**src/hw/rtl/mfs_pkg.sv**
```systemverilog
// Shared types, character constants and CRC/hex helpers for the Modbus frame sender.
package mfs_pkg;

    localparam int unsigned MAX_SLOTS = 7;
    localparam int unsigned CNT_W     = $clog2(MAX_SLOTS + 1);

    localparam logic [15:0] CRC_INIT = 16'hFFFF;
    localparam logic [15:0] CRC_POLY = 16'hA001;

    localparam logic [7:0] CHAR_COLON = 8'h3A;
    localparam logic [7:0] CHAR_CR    = 8'h0D;
    localparam logic [7:0] CHAR_LF    = 8'h0A;
    localparam logic [7:0] CHAR_ZERO  = 8'h30;
    localparam logic [7:0] CHAR_UPPER_A = 8'h41;

    localparam logic FRAMING_BIN = 1'b0;
    localparam logic FRAMING_HEX = 1'b1;

    // One input byte expands into this list of line bytes.
    typedef struct packed {
        logic [MAX_SLOTS-1:0][7:0] slots;
        logic [CNT_W-1:0]          count;
        logic                      eof;
    } job_t;

    // Bitwise CRC-16 update over one byte, reflected polynomial.
    function automatic logic [15:0] crc_feed(input logic [15:0] crc, input logic [7:0] b);
        logic [15:0] c;
        c = crc ^ {8'h00, b};
        for (int k = 0; k < 8; k++) begin
            if (c[0])
                c = (c >> 1) ^ CRC_POLY;
            else
                c = c >> 1;
        end
        return c;
    endfunction

    function automatic logic [7:0] hex_char(input logic [3:0] nib);
        logic [7:0] r;
        if (nib < 4'd10)
            r = CHAR_ZERO + {4'h0, nib};
        else
            r = CHAR_UPPER_A + {4'h0, nib} - 8'd10;
        return r;
    endfunction

endpackage

```
**src/hw/rtl/modbus_frame_sender.sv**
```systemverilog
// Top level of the Modbus frame sender: input register, check state and output byte queue.
//
// The sender takes a Modbus reply one payload byte per input transaction and
// produces the bytes or characters for the serial line, one per output
// transaction. With framing_mode 0 (RTU) each byte passes through while a
// CRC-16 runs over it, and the CRC low and high bytes follow the last byte
// unless check_present says the frame already carries them. With framing_mode
// 1 (ASCII) the frame opens with ':', each byte becomes two upper-case hex
// characters, and the LRC (as hex, unless check_present) and CR LF close it.
// Each input byte expands into its line bytes: one for RTU inner bytes, two for
// ASCII inner bytes, up to seven for an ASCII frame end. The output queue hands
// out one byte per cycle while out_ready is high; a next input byte already held
// in the input register is expanded into the queue in the same cycle the previous
// item's final byte leaves.
// framing_mode is written through its own channel, which is always ready;
// write it only while the sender is idle.
module modbus_frame_sender (
    input  logic       clk,
    input  logic       rst_n,
    // Configuration write channel.
    input  logic       cfg_valid,
    output logic       cfg_ready,
    input  logic       framing_mode,
    // Input byte channel.
    input  logic       in_valid,
    output logic       in_ready,
    input  logic [7:0] data_byte,
    input  logic       last_byte,
    input  logic       check_present,
    // Line byte channel.
    output logic       out_valid,
    input  logic       out_ready,
    output logic [7:0] line_byte,
    output logic       last_of_item,
    output logic       end_of_frame
);
    import mfs_pkg::*;

    // Configuration register.
    logic mode_reg, mode_next;

    // Input register holding one accepted transaction.
    logic       in_full_reg, in_full_next;
    logic [7:0] in_data_reg;
    logic       in_last_reg;
    logic       in_check_reg;

    // Running check state across a frame.
    logic [15:0] crc_reg, crc_next;
    logic [7:0]  lrc_reg, lrc_next;
    logic        start_reg, start_next;

    // Output queue: slot 0 is on the line, the rest shift down as bytes leave.
    logic [MAX_SLOTS-1:0][7:0] slots_reg, slots_next;
    logic [CNT_W-1:0]          cnt_reg, cnt_next;
    logic                      eof_reg, eof_next;

    job_t        job;
    logic [15:0] crc_upd;
    logic [7:0]  lrc_upd;
    logic        in_fire;
    logic        out_fire;
    logic        load;

    mfs_job_builder u_builder (
        .data_byte     (in_data_reg),
        .last_byte     (in_last_reg),
        .check_present (in_check_reg),
        .mode          (mode_reg),
        .at_start      (start_reg),
        .crc           (crc_reg),
        .lrc           (lrc_reg),
        .job           (job),
        .crc_next      (crc_upd),
        .lrc_next      (lrc_upd)
    );

    assign cfg_ready = 1'b1;
    assign out_valid = (cnt_reg != '0);
    assign out_fire  = out_valid && out_ready;

    // The held item moves into the queue when the queue is empty or its final
    // byte is leaving in this cycle.
    assign load     = in_full_reg &&
                      ((cnt_reg == '0) || ((cnt_reg == CNT_W'(1)) && out_ready));
    assign in_ready = !in_full_reg || load;
    assign in_fire  = in_valid && in_ready;

    assign line_byte    = slots_reg[0];
    assign last_of_item = (cnt_reg == CNT_W'(1));
    assign end_of_frame = (cnt_reg == CNT_W'(1)) && eof_reg;

    always_comb
    begin
        mode_next    = (cfg_valid && cfg_ready) ? framing_mode : mode_reg;
        in_full_next = in_fire ? 1'b1 : (load ? 1'b0 : in_full_reg);
        crc_next     = load ? crc_upd : crc_reg;
        lrc_next     = load ? lrc_upd : lrc_reg;
        start_next   = load ? in_last_reg : start_reg;

        slots_next = slots_reg;
        cnt_next   = cnt_reg;
        eof_next   = eof_reg;
        if (load)
        begin
            slots_next = job.slots;
            cnt_next   = job.count;
            eof_next   = job.eof;
        end
        else if (out_fire)
        begin
            for (int i = 0; i < MAX_SLOTS - 1; i++)
                slots_next[i] = slots_reg[i + 1];
            slots_next[MAX_SLOTS-1] = '0;
            cnt_next = cnt_reg - 1'b1;
        end
    end

    always_ff @(posedge clk or negedge rst_n)
    begin
        if (!rst_n)
        begin
            mode_reg    <= FRAMING_BIN;
            in_full_reg <= 1'b0;
            crc_reg     <= CRC_INIT;
            lrc_reg     <= 8'h00;
            start_reg   <= 1'b1;
            cnt_reg     <= '0;
            eof_reg     <= 1'b0;
        end
        else
        begin
            mode_reg    <= mode_next;
            in_full_reg <= in_full_next;
            crc_reg     <= crc_next;
            lrc_reg     <= lrc_next;
            start_reg   <= start_next;
            cnt_reg     <= cnt_next;
            eof_reg     <= eof_next;
        end
    end

    // Payload registers carry no reset.
    always_ff @(posedge clk)
    begin
        if (in_fire)
        begin
            in_data_reg  <= data_byte;
            in_last_reg  <= last_byte;
            in_check_reg <= check_present;
        end
        slots_reg <= slots_next;
    end

endmodule

```
**src/hw/rtl/mfs_job_builder.sv**
```systemverilog
// Expands one registered input byte into its list of line bytes and next check state.
module mfs_job_builder (
    input  logic         [7:0]  data_byte,
    input  logic                last_byte,
    input  logic                check_present,
    input  logic                mode,
    input  logic                at_start,
    input  logic         [15:0] crc,
    input  logic         [7:0]  lrc,
    output mfs_pkg::job_t       job,
    output logic         [15:0] crc_next,
    output logic         [7:0]  lrc_next
);
    import mfs_pkg::*;

    logic [15:0]      crc_upd;
    logic [7:0]       lrc_upd;
    logic [7:0]       lrc_chk;
    logic [CNT_W-1:0] n;

    assign crc_upd  = crc_feed(crc, data_byte);
    assign lrc_upd  = lrc + data_byte;
    assign lrc_chk  = 8'h00 - lrc_upd;
    assign crc_next = last_byte ? CRC_INIT : crc_upd;
    assign lrc_next = last_byte ? 8'h00 : lrc_upd;

    always_comb
    begin
        job = '0;
        n   = '0;
        if (mode == FRAMING_HEX)
        begin
            if (at_start)
            begin
                job.slots[n] = CHAR_COLON;
                n = n + 1'b1;
            end
            job.slots[n] = hex_char(data_byte[7:4]);
            n = n + 1'b1;
            job.slots[n] = hex_char(data_byte[3:0]);
            n = n + 1'b1;
        end
        else
        begin
            job.slots[n] = data_byte;
            n = n + 1'b1;
        end

        if (last_byte)
        begin
            if (mode == FRAMING_HEX)
            begin
                if (!check_present)
                begin
                    job.slots[n] = hex_char(lrc_chk[7:4]);
                    n = n + 1'b1;
                    job.slots[n] = hex_char(lrc_chk[3:0]);
                    n = n + 1'b1;
                end
                job.slots[n] = CHAR_CR;
                n = n + 1'b1;
                job.slots[n] = CHAR_LF;
                n = n + 1'b1;
            end
            else if (!check_present)
            begin
                job.slots[n] = crc_upd[7:0];
                n = n + 1'b1;
                job.slots[n] = crc_upd[15:8];
                n = n + 1'b1;
            end
        end
        job.count = n;
        job.eof   = last_byte;
    end

endmodule

```
**config.mk**
```make
export PLATFORM = sky130hd
export DESIGN_NAME = modbus_frame_sender
export DESIGN_NICKNAME = d
export VERILOG_FILES = /design/src/hw/rtl/mfs_pkg.sv /design/src/hw/rtl/modbus_frame_sender.sv /design/src/hw/rtl/mfs_job_builder.sv
export SDC_FILE = /design/constraint.sdc
export NUM_CORES = 1
export LEC_CHECK = 0
export ABC_AREA = 1
export ABC_CLOCK_PERIOD_IN_PS = 9450
export BUFFER_PORTS_ARGS = -buffer_cell sky130_fd_sc_hd__buf_2
export CORE_ASPECT_RATIO = 1.2
export CORE_MARGIN = 4
export CORE_UTILIZATION = 49
export DETAILED_ROUTE_END_ITERATION = 6
export GPL_TIMING_DRIVEN = 0
export MAX_ROUTING_LAYER = met4
export PLACE_DENSITY = 0.7
export SETUP_SLACK_MARGIN = 0.1
export SLEW_MARGIN = 20
export SYNTH_ARGS = -nofsm -noshare
export SYNTH_HDL_FRONTEND = slang
export SYNTH_SLANG_ARGS = --single-unit
```
**constraint.sdc**
```tcl
create_clock -name clk -period 9.45 [get_ports clk]
set_input_delay 2.835 -clock clk [delete_from_list [all_inputs] [get_ports clk]]
set_output_delay 2.835 -clock clk [all_outputs]
set_load 0.005 [all_outputs]
```
* Word-level counts from Yosys, hierarchy flattened
Index checks and enable logic that the tools add are counted.
** Operators by class
- Add/subtract/negate cells :: 21
- Order comparisons :: 16
- Equality and inequality tests :: 1
- Multiplexer cells :: 64
- Bitwise operators :: 15
- Reduce and logical (&&, ||, !) cells :: 18
** Operator list (number)
- 56-bit 2-to-1 mux :: 8
- 56-bit bitwise mux :: 6
- 8-bit 2-to-1 mux :: 21
- 8-bit demux with 3-bit select :: 6
- 16-bit 2-to-1 mux :: 9
- 48-bit 2-to-1 mux :: 1
- 42-bit AND :: 1
- 42-bit NOT :: 1
- 35-bit AND :: 1
- 35-bit NOT :: 1
- 7-bit by 4-bit adder with 8-bit output, first input constant :: 4
- 8-bit by 4-bit subtractor with 8-bit output, second input constant :: 4
- 6-bit by 4-bit adder with 7-bit output, first input constant :: 4
- 3-bit 2-to-1 mux :: 9
- 3-bit by 4-bit < comparator with 1-bit output, second input constant :: 6
- 2-bit NOT with 3-bit output :: 8
- 21-bit bitwise OR :: 1
- 3-bit by 1-bit adder with 3-bit output, second input constant :: 6
- 3-bit by 1-bit greater-or-equal comparator with 1-bit output, second input constant :: 6
- 4-bit < comparator, second input constant :: 4
- 16-bit by 8-bit XOR with 16-bit output :: 1
- 14-bit bitwise OR :: 1
- 1-bit logical AND :: 11
- 8-bit adder :: 1
- 10 further kinds :: 14
** Word-level totals
- Flip-flop bits (word level) :: 97
- Input port bits :: 16
- Output and inout bits :: 13
- Logic and storage cells :: 152

* Depth between registers and ports, before layout
- Word-level depth :: 23
- Depth in mapped cells :: 22
- Gate-level depth less buffers :: 22

* Modules after synthesis
From an unflattened synthesis, not the netlist that was laid out.
** Second synthesis, totals
- Cells, all modules :: 883
- Area total of the unflattened synthesis :: 6616.3 um^2
** By module, submodules not included
- modbus_frame_sender :: times used 1, cells each 403, area each 4108.9 um^2, seq. area each 2778.9 um^2
- mfs_job_builder :: times used 1, cells each 480, area each 2507.4 um^2, seq. area each 0.0 um^2

* Worst setup path after synthesis
Ideal clock, no wire load.
- Path type :: input-to-output
- From :: input out_ready
- To :: output in_ready
- Arrival :: 3080 ps
- Required time :: 6615 ps
- Path slack :: 3535 ps
- Stages :: 4
- Path buffers :: 0
- Path through :: nand2_1 nand2_1 inv_2 nand2_1
** Between the ends
- Cells in the longest elaborated chain, start to end :: 4
** Ends and longest elaborated chain
- start: declaration :: RTL line modbus_frame_sender.sv:32 : input logic out_ready,
- 1-bit logical AND :: RTL line modbus_frame_sender.sv:85 : ((cnt_reg == '0) || ((cnt_reg == CNT_W'(1)) && out_ready));
- 1-bit logical OR :: RTL line modbus_frame_sender.sv:85
- 1-bit logical AND :: RTL line modbus_frame_sender.sv:84 : assign load = in_full_reg &&
- 1-bit logical OR :: RTL line modbus_frame_sender.sv:86 : assign in_ready = !in_full_reg || load;
- end: declaration :: RTL line modbus_frame_sender.sv:26 : output logic in_ready,
Every way passes these cells.

* Worst setup path after layout
Same ends and word-level chain as after synthesis.

==> metrics.txt <==
# TYPE chip_impl_metric gauge
chip_impl_metric{name="fin_worst_skew",unit="ps"} 7.89
chip_impl_metric{name="critical_path_peak_fanout",unit=""} 3
chip_impl_metric{name="cts.sink_count",unit=""} 97
chip_impl_metric{name="cts_inserted_buffers",unit=""} 9
chip_impl_metric{name="globalRouteTotalUtil",unit="%"} 27.6
chip_impl_metric{name="cp.arrival",unit="ps"} 3340
chip_impl_info{name="hold_start",value="lrc_reg[5]"} 1
chip_impl_metric{name="drt_iter0_drc",unit=""} 469
chip_impl_metric{name="asyncSetResetFlopFracSynth",unit="%"} 32.0
chip_impl_metric{name="netlist_instances",unit=""} 738
chip_impl_info{name="cts_tree",value="done"} 1
chip_impl_metric{name="cts_htree_levels",unit=""} 3
chip_impl_metric{name="detail-route-antenna-nets",unit=""} 0
chip_impl_metric{name="cts_setup_buffers",unit=""} 0
chip_impl_info{name="cp_slowest_cell",value="sky130_fd_sc_hd__buf_2"} 1
chip_impl_info{name="hp_class",value="reg2reg"} 1
chip_impl_info{name="worstSetupStartpointType",value="primary input"} 1
chip_impl_metric{name="hold_fix_buffer_count_after_cts",unit=""} 0
chip_impl_info{name="min_to",value="lrc_reg[5]"} 1
chip_impl_metric{name="yosysWarningCount",unit=""} 0
chip_impl_metric{name="max_stage_delay",unit="ps"} 130
chip_impl_metric{name="timing.final.hold_violations",unit=""} 0
chip_impl_metric{name="yosys.cell_types.count",unit=""} 46
chip_impl_metric{name="cts_buffer_depth",unit=""} 2
chip_impl_metric{name="cap_viol_max_count",unit=""} 0
chip_impl_info{name="critical_path.reg2reg.startpoint",value="mode_reg"} 1
chip_impl_metric{name="worst_setup_hold_path_clk_slew",unit="ps"} 70
chip_impl_metric{name="fin_area",unit="µm²"} 6760
chip_impl_metric{name="post_synth_instance_area",unit="µm²"} 6070
chip_impl_metric{name="number_of_enable_type_register_cells_in_the_synthesized_netlist",unit=""} 66
chip_impl_info{name="run_status",value="finished, final reports clean"} 1
chip_impl_metric{name="worst-path-buf-inv",unit=""} 3
chip_impl_metric{name="areaGrowthSynthToFinish",unit="%"} 11.4
chip_impl_metric{name="power.leakage",unit="µW"} 0.00308
chip_impl_metric{name="tns",unit="ps"} 0
chip_impl_metric{name="io_buffers",unit=""} 27
chip_impl_metric{name="synth_seq_area_share",unit="%"} 45.8
chip_impl_metric{name="p_per_area",unit="nW/µm²"} 383
chip_impl_metric{name="fp-row-count",unit=""} 44
chip_impl_metric{name="dr.pass1.iters",unit=""} 5
chip_impl_metric{name="grt_pass1_wl",unit="µm"} 28100
chip_impl_metric{name="largest_reg_flops",unit=""} 48
chip_impl_metric{name="fin_total_pwr",unit="µW"} 2590
chip_impl_metric{name="place_hpwl",unit="µm"} 13500
chip_impl_metric{name="finish_stage_setup_viols",unit=""} 0
chip_impl_metric{name="max-slew-margin-rel",unit="%"} 37.4
chip_impl_metric{name="floorplan.initialDensity",unit="%"} 50.1
chip_impl_info{name="final_cell_mix",value="sky130_fd_sc_hd__nand2_1, sky130_fd_sc_hd__inv_1, sky130_fd_sc_hd__edfxtp_1"} 1
chip_impl_metric{name="clk-insertion-delay-late",unit="ps"} 350
chip_impl_metric{name="chipWidth",unit="µm"} 110
chip_impl_info{name="cts.root.buffer_cell",value="sky130_fd_sc_hd__clkbuf_16"} 1
chip_impl_info{name="criticalPathCategory",value="in2out"} 1
chip_impl_metric{name="synth-seq-cells",unit=""} 97
chip_impl_metric{name="boundaryPins",unit=""} 29
chip_impl_metric{name="post_synth.cell_area_avg",unit="µm²"} 8.22
chip_impl_metric{name="routed_wire_length_per_instance",unit="µm"} 18.7
chip_impl_metric{name="antenna-diode-count",unit=""} 0
chip_impl_metric{name="dr_total_vias",unit=""} 5257
chip_impl_metric{name="critPathRequiredTime",unit="ps"} 6620
chip_impl_metric{name="fp.dieArea",unit="µm²"} 14200
chip_impl_info{name="final_common_cell",value="sky130_fd_sc_hd__nand2_1"} 1
chip_impl_metric{name="hold_critical_path_depth",unit=""} 2
chip_impl_metric{name="slew_worst_pin",unit="ps"} 936
chip_impl_metric{name="final_min_period_over_clock_period",unit="%"} 65.3
chip_impl_metric{name="fin_nets",unit=""} 817
chip_impl_metric{name="grt_pass1_vias",unit=""} 5224
chip_impl_info{name="worst_setup_path_end_kind",value="output pin"} 1
chip_impl_info{name="crit-reg2reg-capture",value="slots_reg[12]"} 1
chip_impl_info{name="startpoint",value="out_ready"} 1
chip_impl_metric{name="cts_resizes",unit=""} 0
chip_impl_metric{name="grt_overflow",unit=""} 0
chip_impl_metric{name="post-route-drc-count",unit=""} 0
chip_impl_metric{name="globalplace.congestion",unit=""} 0.982
chip_impl_metric{name="timing.final.crit_period",unit="ps"} 6170
chip_impl_info{name="path_cells",value="buf_2 -> nand2_1 -> nand2_1 -> inv_2 -> nand2_1 -> buf_2"} 1
chip_impl_metric{name="route.final.wire_length",unit="µm"} 17700
chip_impl_metric{name="power.ir.vdd_worst",unit="µV"} 193
chip_impl_info{name="most_used_flip_flop_cell_after_synthesis",value="sky130_fd_sc_hd__edfxtp_1"} 1
chip_impl_info{name="rsz_0062_raised_after_global_routing",value="false"} 1
chip_impl_metric{name="die-height",unit="µm"} 130
chip_impl_metric{name="antenna_found_initial",unit=""} 0
chip_impl_metric{name="grt_max_degree",unit=""} 32
chip_impl_metric{name="r2r_cells",unit=""} 11
chip_impl_metric{name="vias_per_cell",unit=""} 5.55
chip_impl_metric{name="core_area",unit="µm²"} 12100
chip_impl_metric{name="rrSetupSlack",unit="ps"} 5980
chip_impl_info{name="timing.critical_path.max_delay_family",value="buffers and inverters"} 1
chip_impl_info{name="critical-path-top-cell-by-count",value="sky130_fd_sc_hd__nand2_1"} 1
chip_impl_metric{name="postPlaceCellArea",unit="µm²"} 6480
chip_impl_metric{name="timing.final.max_slew_violations",unit=""} 0
chip_impl_metric{name="drive_above_1_share",unit="%"} 14.5
chip_impl_metric{name="clock.fmax",unit="GHz"} 0.162
logic make-up after synthesis:
family / count (synthesis) / share of synthesized area [%]
simple gates: 342 / 25.4
buf+inv: 130 / 8.62
compound gates: 124 / 12.3
flops: 97 / 45.8
xor+xnor: 23 / 3.32
fa+ha+maj: 20 / 4.37
other cells: 2 / 0.124
synthesized netlist by cell type, types with 7 or more instances:
master                       n  area [µm²]
sky130_fd_sc_hd__buf_1       7        26.3
sky130_fd_sc_hd__xnor2_1     8        70.1
sky130_fd_sc_hd__o21ai_1    11        55.1
sky130_fd_sc_hd__nor2_1     54         203
sky130_fd_sc_hd__edfxtp_1   66        1980
sky130_fd_sc_hd__ha_1       18         225
sky130_fd_sc_hd__nand2_2     8        50.1
sky130_fd_sc_hd__a21oi_1    28         140
sky130_fd_sc_hd__clkbuf_1   12        45.0
sky130_fd_sc_hd__inv_1      94         353
sky130_fd_sc_hd__o21ai_0    40         200
sky130_fd_sc_hd__nand3_1    39         195
sky130_fd_sc_hd__nand2_1   200         751
sky130_fd_sc_hd__dfrtp_1    14         350
sky130_fd_sc_hd__o22ai_1     7        43.8
sky130_fd_sc_hd__nor2_4      7        78.8
sky130_fd_sc_hd__nor3_1      8        40.0
sky130_fd_sc_hd__inv_2       7        26.3
sky130_fd_sc_hd__a22oi_1     7        52.6
sky130_fd_sc_hd__dfstp_2    17         447
sky130_fd_sc_hd__buf_4       9        67.6
sky130_fd_sc_hd__nand3_2     8        80.1
sky130_fd_sc_hd__xor2_1     15         131
sky130_fd_sc_hd__nand4_1     7        43.8
power by group:
| part | internal (µW) | switching, µW | leakage [µW] |
|---|---|---|---|
| Combinational | 463 | 965 | 0.00194 |
| Clock | 186 | 168 | 0.000139 |
| Sequential | 717 | 89.5 | 0.00100 |
| Total | 1370 | 1220 | 0.00308 |
routing by layer:
layer	global-route usage [%]	up-vias	part of all wire, %
li1	-	2529	-
met1	32.9	2475	39
met2	45.5	201	49
met3	4.65	52	6.8
met4	13.0	0	4.2
met5	-	-	0
worst register-to-register path: stages (launching register included):
cell                       delay (ps)
sky130_fd_sc_hd__dfrtp_1          510
sky130_fd_sc_hd__inv_1            220
sky130_fd_sc_hd__nor2_2           360
sky130_fd_sc_hd__inv_1            170
sky130_fd_sc_hd__clkbuf_1         360
sky130_fd_sc_hd__fa_1             620
sky130_fd_sc_hd__nor3_1           470
sky130_fd_sc_hd__nor2_1           190
sky130_fd_sc_hd__nand2_1          100
sky130_fd_sc_hd__nor2_1            60
sky130_fd_sc_hd__nand2_1           80
sky130_fd_sc_hd__nand3_1           60
cell type report:
type                            instances  area [µm²]
Fill cell                            1153        5350
Multi-Input combinational cell        514        2790
Sequential cell                        97        2780
Inverter                              101         379
Clock buffer                           10         239
Tap cell                              161         201
Timing Repair Buffer                   29         190
Buffer                                 29         144
Clock inverter                          6        40.0
worst max-delay path by stage:
stage,end,slack [ps],depth (start not counted)
floorplan,in_ready,3540,4
global placement,cnt_reg[0],3240,5
detailed placement,in_ready,3280,6
CTS,in_ready,3280,6
global route,in_ready,3240,6
finish,in_ready,3280,6
metrics by stage:
stage / util, % / setup WS (ps) / hold WS, ps / std cells
5_1_grt: 55.8 / 3240 / 535 / 947
6_report: 55.8 / 3280 / 503 / 947
3_3_place_gp: 53.0 / 3240 / 479 / 929
3_5_place_dp: 53.5 / 3280 / 487 / 931
2_1_floorplan: - / 3540 / 463 / 741
4_1_cts: 55.8 / 3280 / 503 / 947
No activity file was read; power rests on OpenSTA's default activity.
